## config.mk

```make
export PLATFORM = sky130hd
export DESIGN_NAME = xmodem_receiver_flat
export DESIGN_NICKNAME = d
export VERILOG_FILES = /design/src/design/xmr_pkg.sv /design/src/design/xmr_in_if.sv /design/src/design/xmr_out_if.sv /design/src/design/xmr_in_stage.sv /design/src/design/xmr_core.sv /design/src/design/xmr_out_stage.sv /design/src/design/xmodem_receiver.sv /design/src/flat_wrapper.sv
export SDC_FILE = /design/constraint.sdc
export NUM_CORES = 1
export LEC_CHECK = 0
export ABC_AREA = 1
export ABC_CLOCK_PERIOD_IN_PS = 3700
export BUFFER_PORTS_ARGS = -buffer_cell sky130_fd_sc_hd__buf_2
export CORE_ASPECT_RATIO = 2
export CORE_UTILIZATION = 60
export CTS_CLUSTER_DIAMETER = 80
export DETAILED_ROUTE_END_ITERATION = 8
export HOLD_SLACK_MARGIN = 0.08
export PLACE_DENSITY = 0.8
export SETUP_SLACK_MARGIN = 0.02
export SLEW_MARGIN = 30
export SYNTH_ARGS = -nofsm -noshare
export SYNTH_HDL_FRONTEND = slang
export SYNTH_SLANG_ARGS = --single-unit
```

## constraint.sdc

```tcl
create_clock -name clk_i -period 3.7 [get_ports clk_i]
set_input_delay 0.74 -clock clk_i [delete_from_list [all_inputs] [get_ports clk_i]]
set_output_delay 0.74 -clock clk_i [all_outputs]
set_load 0.005 [all_outputs]
```

## src/design/xmr_pkg.sv

```systemverilog
// Package of types, codes and constants shared by the XMODEM receiver files.
`default_nettype none

package xmr_pkg;

  // Default number of payload bytes in one frame.
  localparam int unsigned PAYLOAD_BYTES_DEF = 128;

  // Block number expected first after reset of the register.
  localparam logic [7:0] FIRST_BLOCK_RST = 8'h01;

  // Lead bytes of a frame.
  localparam logic [7:0] LEAD_SOH = 8'h01;
  localparam logic [7:0] LEAD_EOT = 8'h04;

  // Block number plus its complement must give this sum.
  localparam logic [8:0] BLOCK_PAIR_SUM = 9'd255;

  // Input operation codes.
  localparam logic OP_BYTE  = 1'b0;
  localparam logic OP_START = 1'b1;

  // Result kinds.
  localparam logic KIND_PAYLOAD = 1'b0;
  localparam logic KIND_REPLY   = 1'b1;

  // Reply codes to the sender.
  typedef enum logic [1:0] {
    RPL_ACK = 2'd0,
    RPL_NAK = 2'd1,
    RPL_CAN = 2'd2
  } reply_e;

  // One input item.
  typedef struct packed {
    logic       opcode;
    logic [7:0] rx_byte;
  } in_item_t;

  // One result item.
  typedef struct packed {
    logic       kind;
    logic [7:0] data_byte;
    logic [6:0] byte_index;
    reply_e     reply;
    logic       commit;
    logic       done_res;
  } out_item_t;

endpackage

`default_nettype wire

```

## src/design/xmr_in_if.sv

```systemverilog
// Handshake interface for the input channel of the XMODEM receiver.
`default_nettype none

interface xmr_in_if;
  logic       valid;
  logic       ready;
  logic       opcode;
  logic [7:0] rx_byte;

  modport source (output valid, output opcode, output rx_byte, input ready);
  modport sink (input valid, input opcode, input rx_byte, output ready);
endinterface

`default_nettype wire

```

## src/design/xmr_out_if.sv

```systemverilog
// Handshake interface for the result channel of the XMODEM receiver.
`default_nettype none

interface xmr_out_if;
  logic            valid;
  logic            ready;
  logic            kind;
  logic [7:0]      data_byte;
  logic [6:0]      byte_index;
  xmr_pkg::reply_e reply;
  logic            commit;
  logic            done_res;

  modport source (
    output valid, output kind, output data_byte, output byte_index,
    output reply, output commit, output done_res, input ready
  );
  modport sink (
    input valid, input kind, input data_byte, input byte_index,
    input reply, input commit, input done_res, output ready
  );
endinterface

`default_nettype wire

```

## src/design/xmr_in_stage.sv

```systemverilog
// Input register stage of the XMODEM receiver.
`default_nettype none

module xmr_in_stage (
  input  wire logic              clk_i,
  input  wire logic              rst_ni,
  input  wire logic              in_valid_i,
  input  wire xmr_pkg::in_item_t in_item_i,
  output logic                   in_ready_o,
  input  wire logic              advance_ok_i,
  output logic                   item_valid_o,
  output xmr_pkg::in_item_t      item_o
);

  logic              valid_q;
  xmr_pkg::in_item_t item_q;

  // The register takes a new item when empty or when its item moves on.
  assign in_ready_o = !valid_q || advance_ok_i;

  always_ff @(posedge clk_i or negedge rst_ni) begin
    if (!rst_ni) begin
      valid_q <= 1'b0;
    end else if (in_ready_o) begin
      valid_q <= in_valid_i;
    end
  end

  // Payload needs no reset.
  always_ff @(posedge clk_i) begin
    if (in_ready_o && in_valid_i) begin
      item_q <= in_item_i;
    end
  end

  assign item_valid_o = valid_q;
  assign item_o       = item_q;

endmodule

`default_nettype wire

```

## src/design/xmr_core.sv

```systemverilog
// Frame decoder and transfer state of the XMODEM receiver.
`default_nettype none

module xmr_core #(
  parameter int unsigned PAYLOAD_BYTES = xmr_pkg::PAYLOAD_BYTES_DEF
) (
  input  wire logic              clk_i,
  input  wire logic              rst_ni,
  input  wire logic              item_valid_i,
  input  wire xmr_pkg::in_item_t item_i,
  input  wire logic              advance_i,
  input  wire logic [7:0]        first_block_i,
  output logic                   res_valid_o,
  output xmr_pkg::out_item_t     res_o
);

  localparam int unsigned FPOS_W = $clog2(PAYLOAD_BYTES + 4);
  localparam logic [FPOS_W-1:0] POS_LEAD  = FPOS_W'(0);
  localparam logic [FPOS_W-1:0] POS_BLOCK = FPOS_W'(1);
  localparam logic [FPOS_W-1:0] POS_COMPL = FPOS_W'(2);
  localparam logic [FPOS_W-1:0] POS_DATA  = FPOS_W'(3);
  localparam logic [FPOS_W-1:0] POS_CSUM  = FPOS_W'(PAYLOAD_BYTES + 3);

  logic              active_q, active_d;
  logic              eot_pending_q, eot_pending_d;
  logic [7:0]        expected_block_q, expected_block_d;
  logic [FPOS_W-1:0] frame_pos_q, frame_pos_d;
  logic [7:0]        block_byte_q, block_byte_d;
  logic [7:0]        complement_byte_q, complement_byte_d;
  logic [7:0]        running_sum_q, running_sum_d;

  logic              res_valid;
  logic              rpl_en;
  xmr_pkg::reply_e   rpl_code;
  logic              rpl_commit;
  logic              rpl_done;
  logic [FPOS_W-1:0] data_idx;
  logic [8:0]        pair_sum;

  assign data_idx = frame_pos_q - POS_DATA;
  assign pair_sum = {1'b0, block_byte_q} + {1'b0, complement_byte_q};

  // Next state and result for the item held in the input register.
  always_comb begin
    active_d          = active_q;
    eot_pending_d     = eot_pending_q;
    expected_block_d  = expected_block_q;
    frame_pos_d       = frame_pos_q;
    block_byte_d      = block_byte_q;
    complement_byte_d = complement_byte_q;
    running_sum_d     = running_sum_q;
    res_valid         = 1'b0;
    rpl_en            = 1'b0;
    rpl_code          = xmr_pkg::RPL_ACK;
    rpl_commit        = 1'b0;
    rpl_done          = 1'b0;
    res_o             = '0;
    res_o.reply       = xmr_pkg::RPL_ACK;

    if (item_i.opcode == xmr_pkg::OP_START) begin
      active_d          = 1'b1;
      eot_pending_d     = 1'b0;
      expected_block_d  = first_block_i;
      frame_pos_d       = POS_LEAD;
      block_byte_d      = 8'h00;
      complement_byte_d = 8'h00;
      running_sum_d     = 8'h00;
    end else if (active_q) begin
      if (frame_pos_q == POS_LEAD) begin
        // Lead byte: SOH opens a frame, EOT ends the transfer in two steps, others cancel.
        if (eot_pending_q) begin
          rpl_en   = 1'b1;
          rpl_done = 1'b1;
          rpl_code = (item_i.rx_byte == xmr_pkg::LEAD_EOT) ? xmr_pkg::RPL_ACK
                                                            : xmr_pkg::RPL_CAN;
        end else if (item_i.rx_byte == xmr_pkg::LEAD_SOH) begin
          frame_pos_d   = POS_BLOCK;
          running_sum_d = 8'h00;
        end else if (item_i.rx_byte == xmr_pkg::LEAD_EOT) begin
          eot_pending_d = 1'b1;
          rpl_en        = 1'b1;
          rpl_code      = xmr_pkg::RPL_NAK;
        end else begin
          rpl_en   = 1'b1;
          rpl_done = 1'b1;
          rpl_code = xmr_pkg::RPL_CAN;
        end
      end else if (frame_pos_q == POS_BLOCK) begin
        block_byte_d = item_i.rx_byte;
        frame_pos_d  = POS_COMPL;
      end else if (frame_pos_q == POS_COMPL) begin
        complement_byte_d = item_i.rx_byte;
        frame_pos_d       = POS_DATA;
      end else if (frame_pos_q < POS_CSUM) begin
        // Payload byte streams straight out and joins the checksum.
        running_sum_d    = running_sum_q + item_i.rx_byte;
        frame_pos_d      = frame_pos_q + FPOS_W'(1);
        res_valid        = 1'b1;
        res_o.kind       = xmr_pkg::KIND_PAYLOAD;
        res_o.data_byte  = item_i.rx_byte;
        res_o.byte_index = 7'(data_idx);
      end else begin
        // Checksum byte closes the frame and judges it.
        frame_pos_d = POS_LEAD;
        rpl_en      = 1'b1;
        if (block_byte_q != expected_block_q || pair_sum != xmr_pkg::BLOCK_PAIR_SUM) begin
          rpl_done = 1'b1;
          rpl_code = xmr_pkg::RPL_CAN;
        end else if (item_i.rx_byte != running_sum_q) begin
          running_sum_d = 8'h00;
          rpl_code      = xmr_pkg::RPL_NAK;
        end else begin
          running_sum_d    = 8'h00;
          expected_block_d = expected_block_q + 8'd1;
          rpl_code         = xmr_pkg::RPL_ACK;
          rpl_commit       = 1'b1;
        end
      end
    end

    // A reply item; one that ends the transfer also drops the state.
    if (rpl_en) begin
      res_valid      = 1'b1;
      res_o.kind     = xmr_pkg::KIND_REPLY;
      res_o.reply    = rpl_code;
      res_o.commit   = rpl_commit;
      res_o.done_res = rpl_done;
      if (rpl_done) begin
        active_d      = 1'b0;
        eot_pending_d = 1'b0;
        frame_pos_d   = POS_LEAD;
        running_sum_d = 8'h00;
      end
    end
  end

  assign res_valid_o = item_valid_i && res_valid;

  // Transfer state moves on only when the held item leaves the register.
  always_ff @(posedge clk_i or negedge rst_ni) begin
    if (!rst_ni) begin
      active_q          <= 1'b0;
      eot_pending_q     <= 1'b0;
      expected_block_q  <= 8'h00;
      frame_pos_q       <= POS_LEAD;
      block_byte_q      <= 8'h00;
      complement_byte_q <= 8'h00;
      running_sum_q     <= 8'h00;
    end else if (advance_i) begin
      active_q          <= active_d;
      eot_pending_q     <= eot_pending_d;
      expected_block_q  <= expected_block_d;
      frame_pos_q       <= frame_pos_d;
      block_byte_q      <= block_byte_d;
      complement_byte_q <= complement_byte_d;
      running_sum_q     <= running_sum_d;
    end
  end

endmodule

`default_nettype wire

```

## src/design/xmr_out_stage.sv

```systemverilog
// Result register stage of the XMODEM receiver.
`default_nettype none

module xmr_out_stage (
  input  wire logic               clk_i,
  input  wire logic               rst_ni,
  input  wire logic               res_valid_i,
  input  wire xmr_pkg::out_item_t res_i,
  output logic                    load_ok_o,
  output logic                    out_valid_o,
  input  wire logic               out_ready_i,
  output xmr_pkg::out_item_t      out_item_o
);

  logic               valid_q;
  xmr_pkg::out_item_t item_q;

  // The register loads when empty or when its item is taken this cycle.
  assign load_ok_o = !valid_q || out_ready_i;

  always_ff @(posedge clk_i or negedge rst_ni) begin
    if (!rst_ni) begin
      valid_q <= 1'b0;
    end else if (load_ok_o) begin
      valid_q <= res_valid_i;
    end
  end

  // Payload needs no reset.
  always_ff @(posedge clk_i) begin
    if (load_ok_o && res_valid_i) begin
      item_q <= res_i;
    end
  end

  assign out_valid_o = valid_q;
  assign out_item_o  = item_q;

endmodule

`default_nettype wire

```

## src/design/xmodem_receiver.sv

```systemverilog
// Top level of the byte-serial XMODEM checksum receiver.
//
//   Channel   Direction  Handshake           Payload
//   rx_i      in         valid/ready         opcode, rx_byte
//   tx_o      out        valid/ready         kind, data_byte, byte_index, reply,
//                                            commit, done_res
//   cfg       in         cfg_we_i (no wait)  cfg_wdata_i = first_block
//
// One item a cycle is accepted while the result register is not stalled. An item's result,
// if it has one, is formed by the frame decoder from the item in the input register and is
// presented from the result register.
// Reset clears the transfer state and sets first_block to 1; no clearing pass.
// A stalled result holds in the result register and holds the item behind it; the
// input register takes an item while it is empty or while the result register is
// empty or being emptied.
// A write to first_block takes effect at the next start item.
`default_nettype none

module xmodem_receiver #(
  parameter int unsigned PAYLOAD_BYTES = xmr_pkg::PAYLOAD_BYTES_DEF
) (
  input  wire logic       clk_i,
  input  wire logic       rst_ni,
  xmr_in_if.sink          rx_i,
  xmr_out_if.source       tx_o,
  input  wire logic       cfg_we_i,
  input  wire logic [7:0] cfg_wdata_i
);

  logic               first_block_q;
  logic [7:0]         first_block_val_q;
  xmr_pkg::in_item_t  in_item;
  xmr_pkg::in_item_t  item;
  logic               item_valid;
  logic               load_ok;
  logic               advance;
  logic               res_valid;
  xmr_pkg::out_item_t res;
  xmr_pkg::out_item_t out_item;

  // Configuration register; the flag marks it as written since reset.
  always_ff @(posedge clk_i or negedge rst_ni) begin
    if (!rst_ni) begin
      first_block_q     <= 1'b0;
      first_block_val_q <= xmr_pkg::FIRST_BLOCK_RST;
    end else if (cfg_we_i) begin
      first_block_q     <= 1'b1;
      first_block_val_q <= cfg_wdata_i;
    end
  end

  assign in_item.opcode  = rx_i.opcode;
  assign in_item.rx_byte = rx_i.rx_byte;

  // The held item moves on whenever the result register can take its result.
  assign advance = item_valid && load_ok;

  xmr_in_stage u_in_stage (
    .clk_i        (clk_i),
    .rst_ni       (rst_ni),
    .in_valid_i   (rx_i.valid),
    .in_item_i    (in_item),
    .in_ready_o   (rx_i.ready),
    .advance_ok_i (load_ok),
    .item_valid_o (item_valid),
    .item_o       (item)
  );

  xmr_core #(
    .PAYLOAD_BYTES (PAYLOAD_BYTES)
  ) u_core (
    .clk_i         (clk_i),
    .rst_ni        (rst_ni),
    .item_valid_i  (item_valid),
    .item_i        (item),
    .advance_i     (advance),
    .first_block_i (first_block_q ? first_block_val_q : xmr_pkg::FIRST_BLOCK_RST),
    .res_valid_o   (res_valid),
    .res_o         (res)
  );

  xmr_out_stage u_out_stage (
    .clk_i       (clk_i),
    .rst_ni      (rst_ni),
    .res_valid_i (res_valid),
    .res_i       (res),
    .load_ok_o   (load_ok),
    .out_valid_o (tx_o.valid),
    .out_ready_i (tx_o.ready),
    .out_item_o  (out_item)
  );

  assign tx_o.kind       = out_item.kind;
  assign tx_o.data_byte  = out_item.data_byte;
  assign tx_o.byte_index = out_item.byte_index;
  assign tx_o.reply      = out_item.reply;
  assign tx_o.commit     = out_item.commit;
  assign tx_o.done_res   = out_item.done_res;

endmodule

`default_nettype wire
```

## src/flat_wrapper.sv

```systemverilog
// flat-port wrapper written by rule: the top's interface ports become plain ports
module xmodem_receiver_flat 
#(
  parameter int unsigned PAYLOAD_BYTES = xmr_pkg::PAYLOAD_BYTES_DEF
)
  (clk_i, rst_ni, cfg_we_i, cfg_wdata_i, rx_i_valid, rx_i_opcode, rx_i_rx_byte, rx_i_ready, tx_o_valid, tx_o_kind, tx_o_data_byte, tx_o_byte_index, tx_o_reply, tx_o_commit, tx_o_done_res, tx_o_ready);
  xmr_in_if rx_i_i ();
  xmr_out_if tx_o_i ();
  input  wire logic clk_i;
  input  wire logic rst_ni;
  input  wire logic cfg_we_i;
  input  wire logic [7:0] cfg_wdata_i;
  input wire logic [$bits(rx_i_i.valid)-1:0] rx_i_valid;
  input wire logic [$bits(rx_i_i.opcode)-1:0] rx_i_opcode;
  input wire logic [$bits(rx_i_i.rx_byte)-1:0] rx_i_rx_byte;
  output wire logic [$bits(rx_i_i.ready)-1:0] rx_i_ready;
  output wire logic [$bits(tx_o_i.valid)-1:0] tx_o_valid;
  output wire logic [$bits(tx_o_i.kind)-1:0] tx_o_kind;
  output wire logic [$bits(tx_o_i.data_byte)-1:0] tx_o_data_byte;
  output wire logic [$bits(tx_o_i.byte_index)-1:0] tx_o_byte_index;
  output wire logic [$bits(tx_o_i.reply)-1:0] tx_o_reply;
  output wire logic [$bits(tx_o_i.commit)-1:0] tx_o_commit;
  output wire logic [$bits(tx_o_i.done_res)-1:0] tx_o_done_res;
  input wire logic [$bits(tx_o_i.ready)-1:0] tx_o_ready;
  assign rx_i_i.valid = rx_i_valid;
  assign rx_i_i.opcode = rx_i_opcode;
  assign rx_i_i.rx_byte = rx_i_rx_byte;
  assign rx_i_ready = rx_i_i.ready;
  assign tx_o_valid = tx_o_i.valid;
  assign tx_o_kind = tx_o_i.kind;
  assign tx_o_data_byte = tx_o_i.data_byte;
  assign tx_o_byte_index = tx_o_i.byte_index;
  assign tx_o_reply = tx_o_i.reply;
  assign tx_o_commit = tx_o_i.commit;
  assign tx_o_done_res = tx_o_i.done_res;
  assign tx_o_i.ready = tx_o_ready;
  xmodem_receiver #(.PAYLOAD_BYTES(PAYLOAD_BYTES)) u_core (.clk_i(clk_i), .rst_ni(rst_ni), .rx_i(rx_i_i), .tx_o(tx_o_i), .cfg_we_i(cfg_we_i), .cfg_wdata_i(cfg_wdata_i));
endmodule
```

==> flow_summary.toml <==
[status]
outcome = "completed"

[logic_synthesis]
synth_top_area_share_pct = 24.98
synth_cell_types = 46
synth_top_area_cell = "dfrtp_1"
synth_seq_area_share_pct = 42.21
syn_nets = 736
yosysWarnings = 0
synth.avg_cell_area_um2 = 7.527
async_flop_share_pct = 64.63
synth_cells = 692
synth_area_leaders = "dfrtp_1 25%, edfxtp_1 17%, nand2_1 16%, inv_1 6.4%, ha_1 4.8%"
synth_seq_cells = 82
synth_edf_count = 29
syn_area_um2 = 5209
ys.flop_type = "dfrtp_1"

[min_path]
hp-class = "flop to flop"
min_from = "u_core.first_block_val_q[0]$_DFFE_PN1P_"
hold_depth = 2
whs_endpoint = "u_core.first_block_val_q[0]$_DFFE_PN1P_"

[clocking]
cts_buffers = 9
tritoncts = "done"
worst_skew_pair.late_latency_ns = 0.35
root_buffer = "clkbuf_16"
cts_hold_buf = 0
cts_buffer_depth = 2
clk_pin_slew_ns = 0.06
ctsHtreeMaxLevel = 3
cts_resized = 0
post-cts-setup-buffers = 0
clock_sinks = 82

[drt]
avgRoutedWirePerCell_um = 15.85
drtIter0Drc = 344
ant_nets = 0
drc = 0
wl_um = 13300
drtPass1Iterations = 5
dr_total_vias = 4767
via_per_inst = 5.682

[critical_path]
cpMaxStageDelayCell = "fa_1"
crit_path_cell_trace = "ha_1 -> inv_1 -> fa_1 -> inv_1 -> nand3_1 -> nand3b_1 -> nand2_1 -> inv_1 -> nand3_1 -> nor2_2 -> nand3_2 -> nand2_2 -> nand2_2 -> nand2_4 -> nand2_4 -> inv_1 -> nand2_1 -> o21ai_0"
start_kind = "flop"
r2r_end = "u_core.u_core.frame_pos_q[1]$_DFFE_PN0P_"
rr_startpoint = "u_core.u_core.block_byte_q[0]$_DFFE_PN0P_"
cp_top_family = "simple AND/OR/NAND/NOR gates"
required_ns = 3.96
r2r_setup_slack_ns = 0.90
cp-end-kind = "flop"
critPathMaxFanout = 13
cp.arrival_ns = 3.06
cpMostUsedCell = "inv_1"
r2r_cells = 18
path_class = "flop to flop"
critical_path_buf_inv_count = 4
slowest_delay_ns = 0.46

[place]
port_buffers = 43
dp_hpwl_um = 10340
placed_cells = 822
preCtsSetupSlack_ns = 0.8428
gp_congestion = 1.031

[flow_run]
cap_violations = 0

[finish]
drive_gt1_share_pct = 14.19
area_growth_pct = 11.60
fin_cells = 839
fillers = 688
nets = 779
layout.cells.most_common_list = "219 x nand2_1, 89 x inv_1, 64 x nor2_1"
layout_commonest_cell = "nand2_1"

[timing]
slew_viol_final = 0
fin_crit_ns = 2.804
skew_ns = 0.007415
clock.fmax_ghz = 0.3567
hold_viol = 0
worst_pin_slew_ns = 0.7913
setup_violations = 0
setup_ws_ns = 0.8962
setup_tns_ns = 0
period_share_pct = 75.78
timing.slew.headroom_pct = 47.25
rsz0062_at_grt = "false"

[power_and_ir_drop]
ir_worst_vdd_mv = 0.4934
pwr_density_cell_nw_per_um2 = 797.6
power.total_mw = 4.637
p_leak_nw = 2.904

[floorplan]
coreArea_um2 = 8351
pin_count = 44
core.rowCount = 47
dieHeight_um = 133.8
die_area_um2 = 9081
start_util_pct = 62.38
die_w_um = 67.89

[global_routing]
grtUsageTotal_pct = 32.73
antenna_found_initial = 1
grt_pass1_wl_um = 21670
first_global_vias = 4742
grt_max_degree = 34
globalRouteOverflowTotal = 0
cells by family (layout without fill, tap and decap cells):
logic type	after synthesis	count (layout)	synth area share [%]
buf+inv	113	161	8.624
other cells	0	1	0
fa+ha+maj	22	22	5.573
xor+xnor	9	9	1.513
simple gates	363	363	30.19
flops	82	82	42.21
compound gates	103	103	11.89
worst reg2reg max path, delay by kind of cell, from the launching register on:
family / cells / cell delay [ns]
and+or+nand+nor: 11 / 1.10
adders and majority gates: 2 / 0.67
buffers and inverters: 4 / 0.45
DFF: 1 / 0.42
AOI/OAI and AO/OA: 1 / 0.09
report_power, final:
part	switching, mW	internal, mW
combinational	1.45	0.777
sequential	0.266	1.24
clock	0.372	0.527
total	2.09	2.55
sequential cells by signal, summed over array words and instances, names as in the netlist, 8 cells and up:
register and flops:
u_core.u_core.frame_pos_q 8, u_core.u_core.running_sum_q 8, u_core.u_core.expected_block_q 8, u_core.first_block_val_q 8
u_core.u_in_stage.item_o 9, u_core.u_out_stage.out_item_o 20, u_core.u_core.complement_byte_q 8, u_core.u_core.block_byte_q 8
metrics by stage:
| stage | instance area (um^2) | hold WS, ns | utilization (%) |
|---|---|---|---|
| CTS | 5803 | 0.4705 | 69.49 |
| detailed placement | 5502 | 0.4567 | 65.88 |
| finish | 5813 | 0.4681 | 69.61 |
| floorplan | 5209 | 0.4399 | - |
| global route | 5813 | 0.4818 | 69.61 |
| global placement | 5502 | 0.4535 | 65.88 |
how the worst max path moves through the flow:
| stage | startpoint | cells after the start | slack (ns) | end |
|---|---|---|---|---|
| 6_report | u_core.u_core.block_byte_q[0]$_DFFE_PN0P_ | 18 | 0.90 | u_core.u_core.frame_pos_q[1]$_DFFE_PN0P_ |
| 5_1_grt | u_core.u_core.block_byte_q[0]$_DFFE_PN0P_ | 17 | 0.64 | u_core.u_core.expected_block_q[0]$_DFFE_PN0P_ |
| 4_1_cts | u_core.u_core.frame_pos_q[0]$_DFFE_PN0P_ | 11 | 0.82 | u_core.u_out_stage.out_item_o[10]$_SDFFCE_PP0P_ |
| 3_5_place_dp | u_core.u_core.frame_pos_q[0]$_DFFE_PN0P_ | 11 | 0.84 | u_core.u_out_stage.out_item_o[10]$_SDFFCE_PP0P_ |
| 3_3_place_gp | u_core.u_core.frame_pos_q[0]$_DFFE_PN0P_ | 11 | 0.99 | u_core.u_out_stage.out_item_o[8]$_SDFFCE_PP0P_ |
| 2_1_floorplan | u_core.u_core.frame_pos_q[0]$_DFFE_PN0P_ | 11 | 0.46 | u_core.u_out_stage.out_item_o[0]$_SDFFCE_PN0P_ |
cell type report:
| type | instances | area [um^2] | share of cell area, % |
|---|---|---|---|
| multi-input combinational | 497 | 2572 | 44.25 |
| timing repair buffer | 47 | 245.2 | 4.219 |
| inverter | 98 | 370.4 | 6.371 |
| clock inverter | 7 | 76.32 | 1.313 |
| clock buffer | 9 | 225.2 | 3.874 |
| antenna | 1 | 2.502 | 0.04305 |
| sequential | 82 | 2198 | 37.82 |
| tap | 98 | 122.6 | 2.109 |
per-layer routing:
metal | track usage (%) | share of wire [%] | up-vias
met3 | 8.818 | 5.0 | 85
met1 | 31.38 | 33 | 2192
met5 | 0 | 0 | -
met2 | 55.12 | 52 | 172
met4 | 26.74 | 9.3 | 0
li1 | - | - | 2318
synth_stat cells, types with 7 or more instances:
| cell type | count |
|---|---|
| ha_1 | 20 |
| o21ai_1 | 12 |
| nand2_1 | 219 |
| inv_1 | 89 |
| nand3_1 | 31 |
| edfxtp_1 | 29 |
| dfrtp_1 | 52 |
| o21ai_0 | 30 |
| a21oi_1 | 32 |
| nor2_1 | 64 |
| o22ai_1 | 8 |
| nand4_1 | 11 |
| inv_2 | 7 |
| nand2_2 | 7 |
| nor2_2 | 10 |
Power figures use the tool's default switching activity.
